File: src/rtl/crtc_pkg.sv
// Shared types, constants and register decode for the CRT controller port.
package crtc_pkg;

   localparam int unsigned NumLanes = 4;
   localparam int unsigned WinBits  = 5;

   localparam logic [WinBits-1:0] OFS_INDEX = 5'h14;
   localparam logic [WinBits-1:0] OFS_DATA  = 5'h15;
   localparam logic [WinBits-1:0] OFS_ALIAS = 5'h13;

   localparam logic [7:0] REG_CUR_START = 8'h0a;
   localparam logic [7:0] REG_CUR_END   = 8'h0b;
   localparam logic [7:0] REG_SA_HI     = 8'h0c;
   localparam logic [7:0] REG_SA_LO     = 8'h0d;
   localparam logic [7:0] REG_LOC_HI    = 8'h0e;
   localparam logic [7:0] REG_LOC_LO    = 8'h0f;

   localparam logic [7:0]  UNCLAIMED_BYTE = 8'hff;
   localparam logic [15:0] IO_BASE_RESET  = 16'h03c0;
   localparam logic [15:0] SHAPE_RESET    = 16'h0d0e;
   localparam logic [15:0] LOC_RESET      = 16'(24 * 80);
   localparam logic [15:0] SA_RESET       = 16'h0000;

   localparam logic [1:0] SIZE_BYTE = 2'd0;
   localparam logic [1:0] SIZE_WORD = 2'd1;

   typedef struct packed {
      logic claimed;
      logic is_index;
      logic is_data;
      logic is_alias;
   } lane_hit_type;

   function automatic logic [7:0] crtc_reg_read(
      input logic [7:0]  index,
      input logic [15:0] shape,
      input logic [15:0] loc,
      input logic [15:0] start
   );
      logic [7:0] v;
      unique case (index)
         REG_CUR_START: v = shape[15:8];
         REG_CUR_END:   v = shape[7:0];
         REG_LOC_HI:    v = loc[15:8];
         REG_LOC_LO:    v = loc[7:0];
         REG_SA_HI:     v = start[15:8];
         REG_SA_LO:     v = start[7:0];
         default:       v = UNCLAIMED_BYTE;
      endcase
      return v;
   endfunction

endpackage

File: src/rtl/crtc_if.sv
// Request and response channel interfaces.
interface crtc_req_if;
   logic        valid;
   logic        ready;
   logic        req_type;
   logic [15:0] port;
   logic [1:0]  size_code;
   logic [31:0] data;

   modport source (output valid, req_type, port, size_code, data, input ready);
   modport sink   (input valid, req_type, port, size_code, data, output ready);
endinterface

interface crtc_rsp_if;
   logic        valid;
   logic        ready;
   logic [31:0] read_data;
   logic        claimed;

   modport source (output valid, read_data, claimed, input ready);
   modport sink   (input valid, read_data, claimed, output ready);
endinterface

File: src/rtl/crtc_lane.sv
// Byte lane decoder: window hit and register offset for one lane.
module crtc_lane (
   input  logic [1:0]             lane_num,
   input  logic [15:0]            port,
   input  logic [1:0]             size_code,
   input  logic [15:0]            io_base,
   output crtc_pkg::lane_hit_type hit
);

   logic [15:0] lane_port;
   logic [15:0] ofs;
   logic        in_win;
   logic        active;

   assign lane_port = port + {14'd0, lane_num};
   assign ofs       = lane_port - io_base;
   assign in_win    = (ofs[15:crtc_pkg::WinBits] == '0);

   always_comb begin
      priority if (lane_num == 2'd0) begin
         active = 1'b1;
      end else if (lane_num == 2'd1) begin
         active = (size_code != crtc_pkg::SIZE_BYTE);
      end else begin
         active = (size_code != crtc_pkg::SIZE_BYTE) && (size_code != crtc_pkg::SIZE_WORD);
      end
   end

   always_comb begin
      hit.claimed  = active && in_win;
      hit.is_index = hit.claimed && (ofs[crtc_pkg::WinBits-1:0] == crtc_pkg::OFS_INDEX);
      hit.is_data  = hit.claimed && (ofs[crtc_pkg::WinBits-1:0] == crtc_pkg::OFS_DATA);
      hit.is_alias = hit.claimed && (ofs[crtc_pkg::WinBits-1:0] == crtc_pkg::OFS_ALIAS);
   end

endmodule

File: src/rtl/crtc_merge.sv
// Lane merge: applies lane writes in order, holds CRT registers, builds read word.
module crtc_merge (
   input  logic                   clock,
   input  logic                   reset,
   input  logic                   accept,
   input  logic                   is_write,
   input  logic [31:0]            data,
   input  crtc_pkg::lane_hit_type hits [crtc_pkg::NumLanes],
   output logic [31:0]            read_data,
   output logic                   claimed
);

   logic [7:0]  crt_index_ff;
   logic [15:0] cursor_shape_ff;
   logic [15:0] cursor_location_ff;
   logic [15:0] start_address_ff;

   logic [7:0]  index_in;
   logic        data_hit;
   logic [7:0]  data_val;
   logic [7:0]  data_idx;
   logic [7:0]  rd_byte;

   assign rd_byte = crtc_pkg::crtc_reg_read(crt_index_ff, cursor_shape_ff,
                                            cursor_location_ff, start_address_ff);

   always_comb begin
      index_in  = crt_index_ff;
      data_hit  = 1'b0;
      data_val  = '0;
      data_idx  = crt_index_ff;
      claimed   = 1'b0;
      read_data = data;
      for (int i = 0; i < crtc_pkg::NumLanes; i++) begin
         claimed = claimed | hits[i].claimed;
         // data lane always follows the index lane, so it sees the running index
         if (hits[i].is_data) begin
            data_hit = 1'b1;
            data_val = data[8*i +: 8];
            data_idx = index_in;
         end
         if (hits[i].is_index) begin
            index_in = data[8*i +: 8];
         end
         if (hits[i].claimed) begin
            priority if (hits[i].is_index) begin
               read_data[8*i +: 8] = crt_index_ff;
            end else if (hits[i].is_data || hits[i].is_alias) begin
               read_data[8*i +: 8] = rd_byte;
            end else begin
               read_data[8*i +: 8] = crtc_pkg::UNCLAIMED_BYTE;
            end
         end
      end
      if (is_write) begin
         read_data = data;
      end
   end

   always_ff @(posedge clock) begin
      if (reset) begin
         crt_index_ff       <= '0;
         cursor_shape_ff    <= crtc_pkg::SHAPE_RESET;
         cursor_location_ff <= crtc_pkg::LOC_RESET;
         start_address_ff   <= crtc_pkg::SA_RESET;
      end else if (accept && is_write) begin
         crt_index_ff <= index_in;
         if (data_hit) begin
            unique case (data_idx)
               crtc_pkg::REG_CUR_START: cursor_shape_ff[15:8]    <= data_val;
               crtc_pkg::REG_CUR_END:   cursor_shape_ff[7:0]     <= data_val;
               crtc_pkg::REG_LOC_HI:    cursor_location_ff[15:8] <= data_val;
               crtc_pkg::REG_LOC_LO:    cursor_location_ff[7:0]  <= data_val;
               crtc_pkg::REG_SA_HI:     start_address_ff[15:8]   <= data_val;
               crtc_pkg::REG_SA_LO:     start_address_ff[7:0]    <= data_val;
               default: ;
            endcase
         end
      end
   end

endmodule

File: src/rtl/vga_crtc_cursor_register_port.sv
// Top level: CRT controller index/data register port with output skid buffer.
//
// Usage:
//   req_bus carries one I/O access word: req_type (0 read, 1 write), port,
//   size_code (byte, word, dword) and data. Four lane decoders check the
//   byte lanes against the 32-port window at csr io_base in parallel; the
//   merge stage applies lane writes low to high and builds the read word.
//   rsp_bus returns read_data (claimed read lanes replaced) and claimed.
//   Throughput: one access per cycle while req_bus.ready is high, set by the
//   single register update per access. Each result word is registered.
//   Register state changes at the acceptance edge, so the next access sees it.
//   A stalled response holds in the output register; a second word goes to
//   a skid register and req_bus.ready drops only while that skid is full.
//   Reset: synchronous; clears both response valid flags, sets io_base to
//   0x3C0, cursor shape 0x0D0E, cursor location 1920, index and start 0.
//   csr_wr_en writes csr_wr_data to io_base; write only while idle.
module vga_crtc_cursor_register_port (
   input  logic        clock,
   input  logic        reset,
   crtc_req_if.sink    req_bus,
   crtc_rsp_if.source  rsp_bus,
   input  logic        csr_wr_en,
   input  logic [15:0] csr_wr_data
);

   logic [15:0] io_base_ff;

   crtc_pkg::lane_hit_type hits [crtc_pkg::NumLanes];

   logic        accept;
   logic [31:0] merged_data;
   logic        merged_claimed;

   logic        out_valid_ff;
   logic [31:0] out_data_ff;
   logic        out_claimed_ff;
   logic        skid_valid_ff;
   logic [31:0] skid_data_ff;
   logic        skid_claimed_ff;
   logic        rsp_fire;

   assign req_bus.ready = !skid_valid_ff;
   assign accept        = req_bus.valid && req_bus.ready;
   assign rsp_fire      = out_valid_ff && rsp_bus.ready;

   always_ff @(posedge clock) begin
      if (reset) begin
         io_base_ff <= crtc_pkg::IO_BASE_RESET;
      end else if (csr_wr_en) begin
         io_base_ff <= csr_wr_data;
      end
   end

   for (genvar g = 0; g < crtc_pkg::NumLanes; g++) begin : g_lane
      crtc_lane u_lane (
         .lane_num  (2'(g)),
         .port      (req_bus.port),
         .size_code (req_bus.size_code),
         .io_base   (io_base_ff),
         .hit       (hits[g])
      );
   end

   crtc_merge u_merge (
      .clock     (clock),
      .reset     (reset),
      .accept    (accept),
      .is_write  (req_bus.req_type),
      .data      (req_bus.data),
      .hits      (hits),
      .read_data (merged_data),
      .claimed   (merged_claimed)
   );

   always_ff @(posedge clock) begin
      if (reset) begin
         out_valid_ff  <= 1'b0;
         skid_valid_ff <= 1'b0;
      end else if (rsp_fire) begin
         if (skid_valid_ff) begin
            out_valid_ff  <= 1'b1;
            skid_valid_ff <= 1'b0;
         end else begin
            out_valid_ff <= accept;
         end
      end else if (accept) begin
         if (!out_valid_ff) begin
            out_valid_ff <= 1'b1;
         end else begin
            skid_valid_ff <= 1'b1;
         end
      end
   end

   always_ff @(posedge clock) begin
      if (rsp_fire && skid_valid_ff) begin
         out_data_ff    <= skid_data_ff;
         out_claimed_ff <= skid_claimed_ff;
      end else if (accept && (!out_valid_ff || rsp_fire)) begin
         out_data_ff    <= merged_data;
         out_claimed_ff <= merged_claimed;
      end
      if (accept && out_valid_ff && !rsp_fire) begin
         skid_data_ff    <= merged_data;
         skid_claimed_ff <= merged_claimed;
      end
   end

   assign rsp_bus.valid     = out_valid_ff;
   assign rsp_bus.read_data = out_data_ff;
   assign rsp_bus.claimed   = out_claimed_ff;

endmodule

File: src/flat_wrapper.sv
// flat-port wrapper written by rule: the top's interface ports become plain ports
module vga_crtc_cursor_register_port_flat 
  (clock, reset, csr_wr_en, csr_wr_data, req_bus_valid, req_bus_req_type, req_bus_port, req_bus_size_code, req_bus_data, req_bus_ready, rsp_bus_valid, rsp_bus_read_data, rsp_bus_claimed, rsp_bus_ready);
  crtc_req_if req_bus_i ();
  crtc_rsp_if rsp_bus_i ();
  input  logic clock;
  input  logic reset;
  input  logic csr_wr_en;
  input  logic [15:0] csr_wr_data;
  input wire logic [$bits(req_bus_i.valid)-1:0] req_bus_valid;
  input wire logic [$bits(req_bus_i.req_type)-1:0] req_bus_req_type;
  input wire logic [$bits(req_bus_i.port)-1:0] req_bus_port;
  input wire logic [$bits(req_bus_i.size_code)-1:0] req_bus_size_code;
  input wire logic [$bits(req_bus_i.data)-1:0] req_bus_data;
  output wire logic [$bits(req_bus_i.ready)-1:0] req_bus_ready;
  output wire logic [$bits(rsp_bus_i.valid)-1:0] rsp_bus_valid;
  output wire logic [$bits(rsp_bus_i.read_data)-1:0] rsp_bus_read_data;
  output wire logic [$bits(rsp_bus_i.claimed)-1:0] rsp_bus_claimed;
  input wire logic [$bits(rsp_bus_i.ready)-1:0] rsp_bus_ready;
  assign req_bus_i.valid = req_bus_valid;
  assign req_bus_i.req_type = req_bus_req_type;
  assign req_bus_i.port = req_bus_port;
  assign req_bus_i.size_code = req_bus_size_code;
  assign req_bus_i.data = req_bus_data;
  assign req_bus_ready = req_bus_i.ready;
  assign rsp_bus_valid = rsp_bus_i.valid;
  assign rsp_bus_read_data = rsp_bus_i.read_data;
  assign rsp_bus_claimed = rsp_bus_i.claimed;
  assign rsp_bus_i.ready = rsp_bus_ready;
  vga_crtc_cursor_register_port u_core (.clock(clock), .reset(reset), .req_bus(req_bus_i), .rsp_bus(rsp_bus_i), .csr_wr_en(csr_wr_en), .csr_wr_data(csr_wr_data));
endmodule
File: config.mk
export PLATFORM = sky130hd
export DESIGN_NAME = vga_crtc_cursor_register_port_flat
export DESIGN_NICKNAME = d
export VERILOG_FILES = /design/src/rtl/crtc_pkg.sv /design/src/rtl/crtc_if.sv /design/src/rtl/crtc_lane.sv /design/src/rtl/crtc_merge.sv /design/src/rtl/vga_crtc_cursor_register_port.sv /design/src/flat_wrapper.sv
export SDC_FILE = /design/constraint.sdc
export NUM_CORES = 1
export LEC_CHECK = 0
export ABC_CLOCK_PERIOD_IN_PS = 13300
export BUFFER_PORTS_ARGS = -buffer_cell sky130_fd_sc_hd__buf_2
export CAP_MARGIN = 10
export CORE_MARGIN = 1
export CORE_UTILIZATION = 65
export CTS_CLUSTER_DIAMETER = 100
export DETAILED_ROUTE_END_ITERATION = 6
export GPL_TIMING_DRIVEN = 0
export HOLD_SLACK_MARGIN = 0.06
export PLACE_DENSITY = 0.91
export SETUP_SLACK_MARGIN = 0.15
export SLEW_MARGIN = 20
export SYNTH_ARGS = -nofsm -noshare
export SYNTH_HDL_FRONTEND = slang
export SYNTH_SLANG_ARGS = --single-unit
File: constraint.sdc
create_clock -name clock -period 13.3 [get_ports clock]
set_input_delay 0.665 -clock clock [delete_from_list [all_inputs] [get_ports clock]]
set_output_delay 0.665 -clock clock [all_outputs]
set_load 0.02 [all_outputs]
Word-level counts from Yosys, hierarchy flattened:

Index checks and enable logic that the tools add are counted.

* $add $sub $neg: 7
* eq/ne operators: 25
* muxes and demuxes: 36
* bitwise logic cells: 3
* reductions and logical operators: 46

Operators with widths (number)
* $mux W8: 23
* $eq A8 B4 Y1 const B: 12
* $mux W32: 3
* $sub A16 B16 Y16: 4
* $eq A5 B5 Y1 const B: 12
* $pmux W8 S6: 1
* $logic_not A11 Y1: 4
* $add A16 B2 Y16 const B: 2
* $logic_and A1 B1 Y1: 23
* $reduce_and A3 Y1: 6
* $add A16 B1 Y16 const B: 1
* $mux W1: 9
* $reduce_bool A2 Y1: 3
* $logic_or A1 B1 Y1: 5
* $logic_not A1 Y1: 3
* $or A1 B1 Y1: 3
* $ne A2 B1 Y1 const B: 1
* $reduce_and A2 Y1: 1
* $reduce_or A2 Y1: 1

* register bits after elaboration: 140
* bits of input ports: 72
* output and inout bits: 35
* word-level logic and storage cells: 131

Depth between registers and ports, before layout:

Gate-level depths: netlist (run 1).

* depth in word-level cells: 12
* gate-level depth with buffers: 21
* gate-level depth less buffers: 17

Modules after synthesis:

From an unflattened synthesis (run 1), not the netlist that was laid out.

* cell total of the unflattened synthesis: 1324
* area, all modules: 12208.0 µm²

By module, submodules not included
* crtc_merge: instances 1, cells each 498, area an instance 4255.3 µm², seq. area each 1121.1 µm²
* vga_crtc_cursor_register_port: instances 1, cells each 170, area an instance 3189.3 µm², seq. area each 2342.2 µm²
* crtc_lane (u_core.g_lane[0].u_lane ...): instances 2, cells each 166, area an instance 1193.6 µm², seq. area each 0.0 µm²
* crtc_lane (u_core.g_lane[3].u_lane): instances 1, cells each 160, area an instance 1208.7 µm², seq. area each 0.0 µm²
* crtc_lane (u_core.g_lane[2].u_lane): instances 1, cells each 164, area an instance 1167.4 µm², seq. area each 0.0 µm²

Worst setup path before layout (run 1):

OpenSTA, ideal clock, no wires.

* kind: input to register
* start: input port req_bus_port[4]
* end: register u_core.out_data_ff[9], in the netlist u_core.rsp_bus.read_data[9] (data pin)
* setup time: 260 ps
* data arrival time: 5141 ps
* path slack: 7899 ps
* stages: 16
* path buffers: 3
* path through: ha_1 fa_1 buf_6 and3_4 a221o_1 a211o_1 a2111oi_4 nand3_1 or4b_1 buf_2 or4_4 or4_4 buf_6 o221ai_1 o21ai_1 mux2_4

* word-level cells in the longest chain between the ends: 12

RTL lines
* from (decl): RTL line flat_wrapper.sv:12 `input wire logic [$bits(req_bus_i.port)-1:0] req_bus_port;`
* $add A16 B1 Y16 (*): RTL line crtc_lane.sv:15 `assign lane_port = port + {14'd0, lane_num};`
* $sub A16 B16 Y16 (*): RTL line crtc_lane.sv:16 `assign ofs = lane_port - io_base;`
* $logic_not A11 Y1: RTL line crtc_lane.sv:17 `assign in_win = (ofs[15:crtc_pkg::WinBits] == '0);`
* $logic_and A1 B1 Y1: RTL line crtc_lane.sv:30 `hit.claimed = active && in_win;`
* $logic_and A1 B1 Y1 (on tied branches): RTL line crtc_lane.sv:32, crtc_lane.sv:33
* $logic_or A1 B1 Y1: RTL line crtc_merge.sv:48 `end else if (hits[i].is_data || hits[i].is_alias) begin`
* $mux W8: RTL line crtc_merge.sv:48
* $mux W8: RTL line crtc_merge.sv:46 `priority if (hits[i].is_index) begin`
* $mux W8 (*): RTL line crtc_merge.sv:45 `if (hits[i].claimed) begin`
* $mux W32 (*): RTL line crtc_merge.sv:55 `if (is_write) begin`
* via u_core.merged_data[9]: RTL line vga_crtc_cursor_register_port.sv:31 `logic [31:0] merged_data;`
* $mux W32 (*): RTL line vga_crtc_cursor_register_port.sv:99 `end else if (accept && (!out_valid_ff || rsp_fire)) begin`
* $mux W32 (*): RTL line vga_crtc_cursor_register_port.sv:96 `if (rsp_fire && skid_valid_ff) begin`
* to (signal assigned): RTL line vga_crtc_cursor_register_port.sv:97 `out_data_ff <= skid_data_ff;`
* to (signal assigned): RTL line vga_crtc_cursor_register_port.sv:100 `out_data_ff <= merged_data;`
* to (decl): RTL line vga_crtc_cursor_register_port.sv:35 `logic [31:0] out_data_ff;`

Mark *: on every way through the listed nets, which the timed path passes. The rest lies on a longest branch. The select of a mux whose other input is x is not followed.
A chain may end at the register's enable or synchronous reset.

Worst setup path after layout (run 1):

* start: register u_core.io_base_ff[12]
* end: register u_core.u_merge.cursor_location_ff[2]

* word-level cells in the longest chain between the ends: 9

RTL lines
* from (decl): RTL line vga_crtc_cursor_register_port.sv:26 `logic [15:0] io_base_ff;`
* from (signal assigned): RTL line vga_crtc_cursor_register_port.sv:48 `io_base_ff <= crtc_pkg::IO_BASE_RESET;`
* from (signal assigned): RTL line vga_crtc_cursor_register_port.sv:50 `io_base_ff <= csr_wr_data;`
* $sub A16 B16 Y16: RTL line crtc_lane.sv:16
* $logic_not A11 Y1: RTL line crtc_lane.sv:17
* $logic_and A1 B1 Y1 (on tied branches): RTL line crtc_lane.sv:31, crtc_lane.sv:30
* $mux W8, or another cell as far along: RTL line crtc_merge.sv:42 `if (hits[i].is_index) begin`
* $mux W8 (on tied branches) (2 in a row): RTL line crtc_merge.sv:37, crtc_merge.sv:42
* $mux W8: RTL line crtc_merge.sv:37 `if (hits[i].is_data) begin`
* $eq A8 B4 Y1: RTL line crtc_merge.sv:69 `unique case (data_idx)`
* $reduce_and A3 Y1 (no source line)
* to (signal assigned): RTL line crtc_merge.sv:64 `cursor_location_ff <= crtc_pkg::LOC_RESET;`
* to (signal assigned): RTL line crtc_merge.sv:73 `crtc_pkg::REG_LOC_LO: cursor_location_ff[7:0] <= data_val;`
* to (decl): RTL line crtc_merge.sv:15 `logic [15:0] cursor_location_ff;`

Parallel ways exist; a longest one is shown, timed or not.

==> results of run 1 <==
## worst max-delay path: stages (launching register included)
cell	delay [ns]
dfxtp_1	0.31
inv_1	0.10
ha_1	0.19
inv_1	0.06
fa_1	0.50
clkbuf_1	0.44
nor2b_1	0.21
a221oi_1	0.55
o21ai_0	0.33
o21ai_0	0.26
o211ai_1	0.24
or4b_1	0.57
buf_2	0.19
or3_1	0.46
buf_2	0.25
o211ai_1	0.12
o221ai_1	0.19
a41o_1	0.28
buf_2	0.17
nand4_2	0.33
mux2i_1	0.32
## how the worst max path moves through the flow
| stage | endpoint | slack [ns] | from | cells past startpoint |
|---|---|---|---|---|
| after global placement | u_core.rsp_bus.read_data[11]$_DFFE_PP_ | 7.13 | req_bus_port[12] | 18 |
| after global routing | u_core.u_merge.cursor_location_ff[2]$_SDFFE_PP0P_ | 6.83 | u_core.io_base_ff[12]$_SDFFE_PP0P_ | 18 |
| after detailed placement | u_core.rsp_bus.read_data[11]$_DFFE_PP_ | 7.07 | req_bus_port[12] | 18 |
| after CTS | u_core.rsp_bus.read_data[11]$_DFFE_PP_ | 7.34 | u_core.io_base_ff[12]$_SDFFE_PP0P_ | 18 |
| after floorplan | u_core.rsp_bus.read_data[9]$_DFFE_PP_ | 7.90 | req_bus_port[4] | 16 |
| final | u_core.u_merge.cursor_location_ff[2]$_SDFFE_PP0P_ | 7.12 | u_core.io_base_ff[12]$_SDFFE_PP0P_ | 20 |
## stage by stage
| stage | std cells | instance area (um2) | hold WS [ns] | setup WS, ns |
|---|---|---|---|---|
| final | 1511 | 11900 | 0.447 | 7.12 |
| after global routing | 1511 | 11900 | 0.469 | 6.83 |
| after CTS | 1511 | 11900 | 0.449 | 7.34 |
| after detailed placement | 1479 | 11300 | 0.453 | 7.07 |
| after global placement | 1473 | 11300 | 0.445 | 7.13 |
| after floorplan | 1154 | 10500 | 0.439 | 7.90 |
## where the power goes
part           switching (mW)  total (mW)  internal (mW)  leakage (nW)
clock                   0.220       0.469          0.249         0.281
combinational           0.223       0.344          0.121          3.51
sequential            0.00529       0.473          0.467          1.22
total                   0.448        1.29          0.837          5.01
## sequential cells by signal (all words and copies together) (netlist names), 8 cells and up
signal and cells:
u_core.rsp_bus.read_data 32, u_core.u_merge.cursor_location_ff 16, u_core.u_merge.crt_index_ff 8, u_core.skid_data_ff 32
u_core.u_merge.start_address_ff 16, u_core.u_merge.cursor_shape_ff 16, u_core.io_base_ff 16
## cell type report
type	count	area (um2)	share of cell area, %
clock inverter	15	143	1.20
clock buffer	17	425	3.57
multi-input combinational	882	6500	54.6
buffer	65	280	2.35
tap	216	270	2.27
timing repair buffer	109	571	4.79
sequential	140	3460	29.1
inverter	67	251	2.11
## layer usage
metal	track usage, %	wire length (um)	vias up
met5	0	0	-
met4	20.3	1580	0
met3	10.6	4420	176
met2	67.4	15700	817
met1	58.9	14400	4939
li1	-	-	4639
## synthesized netlist by cell type, types with 11 or more instances
cell type  instances  share of area [%]
nand3_1           22                1.1
o221ai_1          30                2.5
o21ai_0           59                2.8
and3_1            11               0.66
edfxtp_1          66                 19
nor2_1            69                2.5
dfxtp_1           74                 14
nor3_1            28                1.3
clkbuf_1          53                1.9
and2_1            12               0.72
inv_1             66                2.4
a221oi_1          16                1.3
mux2i_1           77                7.4
o21ai_1           12               0.57
o211ai_1          26                1.9
or3_1             18                1.1
ha_1              36                4.3
mux2_2            36                3.9
nor4_1            12               0.72
or4_1             14                1.0
o21a_1            18                1.3
nand2_1          108                3.9
fa_1              15                2.9
xor2_1            16                1.3
a21oi_1           51                2.4
## kinds of logic after synthesis
| logic type | Yosys count | share of synthesized area (%) |
|---|---|---|
| xor+xnor | 29 | 2.75 |
| flops | 140 | 33.1 |
| fa+ha+maj | 51 | 7.17 |
| compound gates | 319 | 21.7 |
| simple gates | 364 | 18.1 |
| buf+inv | 132 | 5.08 |
| mux | 119 | 12.1 |
==> flow_metrics.py, run 1 <==
metrics = {
    "global_routing": {
        "grt_max_degree": 32,
        "grt_overflow": 0,
        "grt_use_total_pct": 44.1,
        "grt_pass1_wl_um": 55000,
        "antenna_found_initial": 0,
        "grt_pass1_vias": 9885,
    },
    "logic_synthesis": {
        "synthDistinctLibCells": 80,
        "avgSynthCellArea_um2": 9.07,
        "async_reset_ff_share_pct": 0,
        "syn_area_um2": 10500,
        "synth_seq_cells": 140,
        "synth_nets": 1277,
        "seq_area_frac_synth_pct": 33.1,
        "synth_edf_count": 66,
        "syn_inst": 1154,
        "yosys_warnings": 0,
        "yosys_most_used_dff": "dfxtp_1",
    },
    "min_path": {
        "worstHoldEndpoint": "u_core.io_base_ff[8]$_SDFFE_PP1P_",
        "hold_path.class": "input port to flip-flop",
        "worstHoldStart": "csr_wr_data[8]",
        "min_path_cells": 3,
    },
    "cts": {
        "cts_tree": "built",
        "htreeDepth": 4,
        "cts-resized-gates": 0,
        "cts_hold_buf": 0,
        "path_clk_slew_ns": 0.07,
        "numClockSinks": 140,
        "clockBufferDepth": 2,
        "insertion_delay_ns": 0.44,
        "cts_setup_buffers": 0,
        "root_buffer": "clkbuf_16",
        "cts-buffers-inserted": 17,
    },
    "finish": {
        "area_growth_pct": 13.8,
        "final_common_cell": "buf_2",
        "fill_cells": 1091,
        "finalNetCount": 1405,
        "n_antenna_cell": 0,
        "final_cell_mix": "buf_2, nand2_1, mux2i_1",
        "drive_gt1_share_pct": 17.8,
        "final_util_pct": 75.2,
    },
    "die": {
        "start_util_pct": 66.1,
        "die_w_um": 129,
        "core_area_um2": 15800,
        "row_count": 46,
        "fp.dieH_um": 129,
        "io-pin-count": 107,
        "design.die.area_um2": 16600,
    },
    "timing": {
        "slew_viol_final": 0,
        "relSlewSlack_pct": 22.4,
        "rsz0062_at_grt": "false",
        "period_share_pct": 46.5,
        "hold_viol_final": 0,
        "worst_pin_slew_ns": 1.15,
        "fin_worst_skew_ns": 0.0143,
        "tns_ns": 0,
        "setup_viol": 0,
        "period_needed_ns": 6.18,
        "fmax_mhz": 162,
    },
    "drt": {
        "via_count": 10600,
        "route.detailed.vias_per_inst": 7.00,
        "dr.pass1.iters": 6,
        "wl_per_cell_um": 23.9,
        "antenna_left": 0,
        "drt_iter0_markers": 1407,
        "routed_wl_um": 36100,
        "drc": 0,
    },
    "worst_setup_path": {
        "worstSetupPathType": "flip-flop to flip-flop",
        "start_kind": "flip-flop",
        "r2r_setup_slack_ns": 7.12,
        "crit-reg2reg-launch": "u_core.io_base_ff[12]$_SDFFE_PP0P_",
        "setup.worst_path.end_class": "flip-flop",
        "r2r_end": "u_core.u_merge.cursor_location_ff[2]$_SDFFE_PP0P_",
        "critPathArrivalTime_ns": 6.52,
        "critPathMaxFanout": 10,
        "rr_worst_depth": 20,
        "critPathRequiredTime_ns": 13.64,
    },
    "run_status": {
        "status": "complete, no violations",
    },
    "pwr": {
        "leakage_nw": 5.01,
        "power.total_mw": 1.29,
        "powerDensity_nw_per_um2": 108,
        "peakVddDrop_mv": 0.0918,
    },
    "placement": {
        "gp_congestion": 1.03,
        "hpwlAfterDp_um": 26900,
        "portBuffers": 103,
    },
    "flow_run": {
        "maxCapViolCount": 0,
    },
}
No activity file was read; power rests on OpenSTA's default activity.
==> inputs of run 2 (changes only) <==
- ABC_CLOCK_PERIOD_IN_PS: 13300 -> 5000
- CORE_UTILIZATION: 65 -> 55
- PLACE_DENSITY: 0.91 -> 0.82
- clock period: 13.3 -> 5 ns (I/O delays scaled with it)
==> run 2 against run 1 <==
Compared with the run above:
- the run now ends with negative setup slack left
- largest cell class unchanged
- die area grew 18%
- clock power grew to 2.8 times the previous value
- routed wire length fell by 2.4%
- critical endpoint is now u_core.rsp_bus.read_data[10]$_DFFE_PP_
- largest power group is now clock
- combinational power grew to 3.1 times the previous value
- fmax up 20%
- flip-flop and latch count did not move
- final cell count is 4.2% higher
- critical path type unchanged
- sequential power rose to 2.7 times the previous value
==> flow_metrics.py, run 2 (synthesized netlist as in run 1, its figures left out) <==
metrics = {
    "drt": {
        "drt_iter0_markers": 1216,
        "via_count": 10500,
        "wl_per_cell_um": 22.4,
        "dr.pass1.iters": 7,
        "route.detailed.vias_per_inst": 6.65,
        "drc": 0,
        "antenna_left": 0,
        "routed_wl_um": 35200,
    },
    "finish": {
        "final_cell_mix": "buf_2, nand2_1, mux2i_1",
        "finalNetCount": 1451,
        "drive_gt1_share_pct": 27.7,
        "n_antenna_cell": 0,
        "final_common_cell": "buf_2",
        "area_growth_pct": 24.8,
        "design_area_um2": 13100,
    },
    "flow_run": {
        "maxCapViolCount": 0,
    },
    "global_routing": {
        "grt_overflow": 0,
        "grt_use_total_pct": 35.8,
        "grt_max_degree": 32,
        "grt_pass1_wl_um": 53900,
        "grt_pass1_vias": 9862,
        "antenna_found_initial": 0,
    },
    "timing": {
        "fin_worst_skew_ns": 0.0190,
        "slew_viol_final": 0,
        "hold_viol_final": 0,
        "relSlewSlack_pct": 24.5,
        "fmax_mhz": 194,
        "setup_viol": 38,
        "period_needed_ns": 5.16,
        "rsz0062_at_grt": "true",
        "worst_pin_slew_ns": 1.12,
        "setup_ws_ns": -0.161,
        "whs_ns": 0.0618,
        "period_share_pct": 103,
        "tns_ns": -1.98,
    },
    "pwr": {
        "powerDensity_nw_per_um2": 276,
        "peakVddDrop_mv": 0.243,
        "power.total_mw": 3.61,
        "leakage_nw": 5.41,
    },
    "cts": {
        "numClockSinks": 140,
        "htreeDepth": 4,
        "clockBufferDepth": 2,
        "cts_tree": "built",
        "cts-buffers-inserted": 17,
        "root_buffer": "clkbuf_16",
        "insertion_delay_ns": 0.44,
        "path_clk_slew_ns": 0.06,
    },
    "placement": {
        "hpwlAfterDp_um": 25800,
        "portBuffers": 103,
        "place_ws_ns": -0.776,
        "gp_congestion": 0.991,
        "placed_area_um2": 11400,
    },
    "worst_setup_path": {
        "start_kind": "flip-flop",
        "critPathCapture": "u_core.rsp_bus.read_data[10]$_DFFE_PP_",
        "rr_worst_depth": 16,
        "r2r_end": "u_core.rsp_bus.read_data[10]$_DFFE_PP_",
        "critPathMaxFanout": 8,
        "critPathArrivalTime_ns": 5.34,
        "r2r_setup_slack_ns": -0.16,
        "worstSetupPathType": "flip-flop to flip-flop",
        "setup.worst_path.end_class": "flip-flop",
        "crit_start": "u_core.io_base_ff[5]$_SDFFE_PP0P_",
        "crit-reg2reg-launch": "u_core.io_base_ff[5]$_SDFFE_PP0P_",
        "critPathRequiredTime_ns": 5.18,
    },
    "die": {
        "row_count": 50,
        "start_util_pct": 55.9,
        "io-pin-count": 107,
        "core_area_um2": 18700,
        "design.die.area_um2": 19600,
        "die_w_um": 140,
        "fp.dieH_um": 140,
    },
    "run_status": {
        "violations": "negative setup slack",
        "status": "finished, violations left",
    },
    "min_path": {
        "hold_path.class": "input port to flip-flop",
    },
}
run 2: cell types whose count changed in the layout (fill, tap and decap cells not counted), sizes merged:
cell	delta
clkinv	-1
inv	-1
dlygate4sd3	+8
buf	+42
clkbuf	-2
run 2: how the worst min path moves through the flow:
stage	start	endpoint	slack, ns	depth (start not counted)
detailed placement	u_core.u_merge.cursor_location_ff[6]$_SDFFE_PP0P_	u_core.u_merge.cursor_location_ff[6]$_SDFFE_PP0P_	0.45	2
global route	csr_wr_data[5]	u_core.io_base_ff[5]$_SDFFE_PP0P_	0.08	3
finish	csr_wr_data[2]	u_core.io_base_ff[2]$_SDFFE_PP0P_	0.06	3
global placement	u_core.u_merge.start_address_ff[3]$_SDFFE_PP0P_	u_core.u_merge.start_address_ff[3]$_SDFFE_PP0P_	0.44	2
floorplan	rsp_bus_ready	u_core.skid_valid_ff$_SDFFE_PP0P_	0.35	1
CTS	csr_wr_data[2]	u_core.io_base_ff[2]$_SDFFE_PP0P_	0.06	3
run 2: what timing repair did:
action | 4_1_cts | 5_1_grt
buffers inserted | 27 | 11
setup endpoints to repair | 87 | 93
gates resized for setup | 120 | 51
endpoints found under the hold margin | 8 | 0
pin swaps | 29 | 14
hold buffers | 8 | 0
run 2: cell type report:
class / instances / area, um2
Multi-Input combinational cell: 882 / 7100
Fill cell: 1433 / 5640
Sequential cell: 140 / 3470
Timing Repair Buffer: 155 / 965
Clock buffer: 19 / 464
Buffer: 65 / 385
Tap cell: 234 / 293
Inverter: 67 / 254
Clock inverter: 13 / 133
run 2: per-layer routing:
metal | up-vias | GRT usage [%] | share of wire, %
met5 | - | 0 | 0
met2 | 658 | 57.1 | 45
li1 | 4728 | - | -
met3 | 144 | 7.90 | 9.9
met1 | 4943 | 46.7 | 41
met4 | 0 | 15.4 | 4.1
run 2: critical path: stages (launching register included):
cell and delay (ns):
dfxtp_2 0.35, inv_4 0.05, ha_4 0.17, fa_2 0.54, and2_4 0.20, a221o_1 0.41, a211o_1 0.28, a2111oi_4 0.38
nand3_1 0.16, or4b_4 0.52, buf_6 0.15, or4_4 0.50, or4_4 0.44, buf_8 0.16, o221ai_1 0.17, o21ai_1 0.13
mux2_4 0.27
run 2: where the power goes:
part | switching (mW) | internal, mW | leakage, nW
sequential | 0.0129 | 1.24 | 1.22
clock | 0.588 | 0.709 | 0.295
combinational | 0.649 | 0.406 | 3.89
total | 1.25 | 2.36 | 5.41
run 2: through the flow:
| stage | instances | utilization, % |
|---|---|---|
| after CTS | 1564 | 68.2 |
| after global routing | 1575 | 69.8 |
| final | 1575 | 69.8 |
| after global placement | 1491 | 60.4 |
| after detailed placement | 1497 | 60.8 |
| after floorplan | 1154 | - |
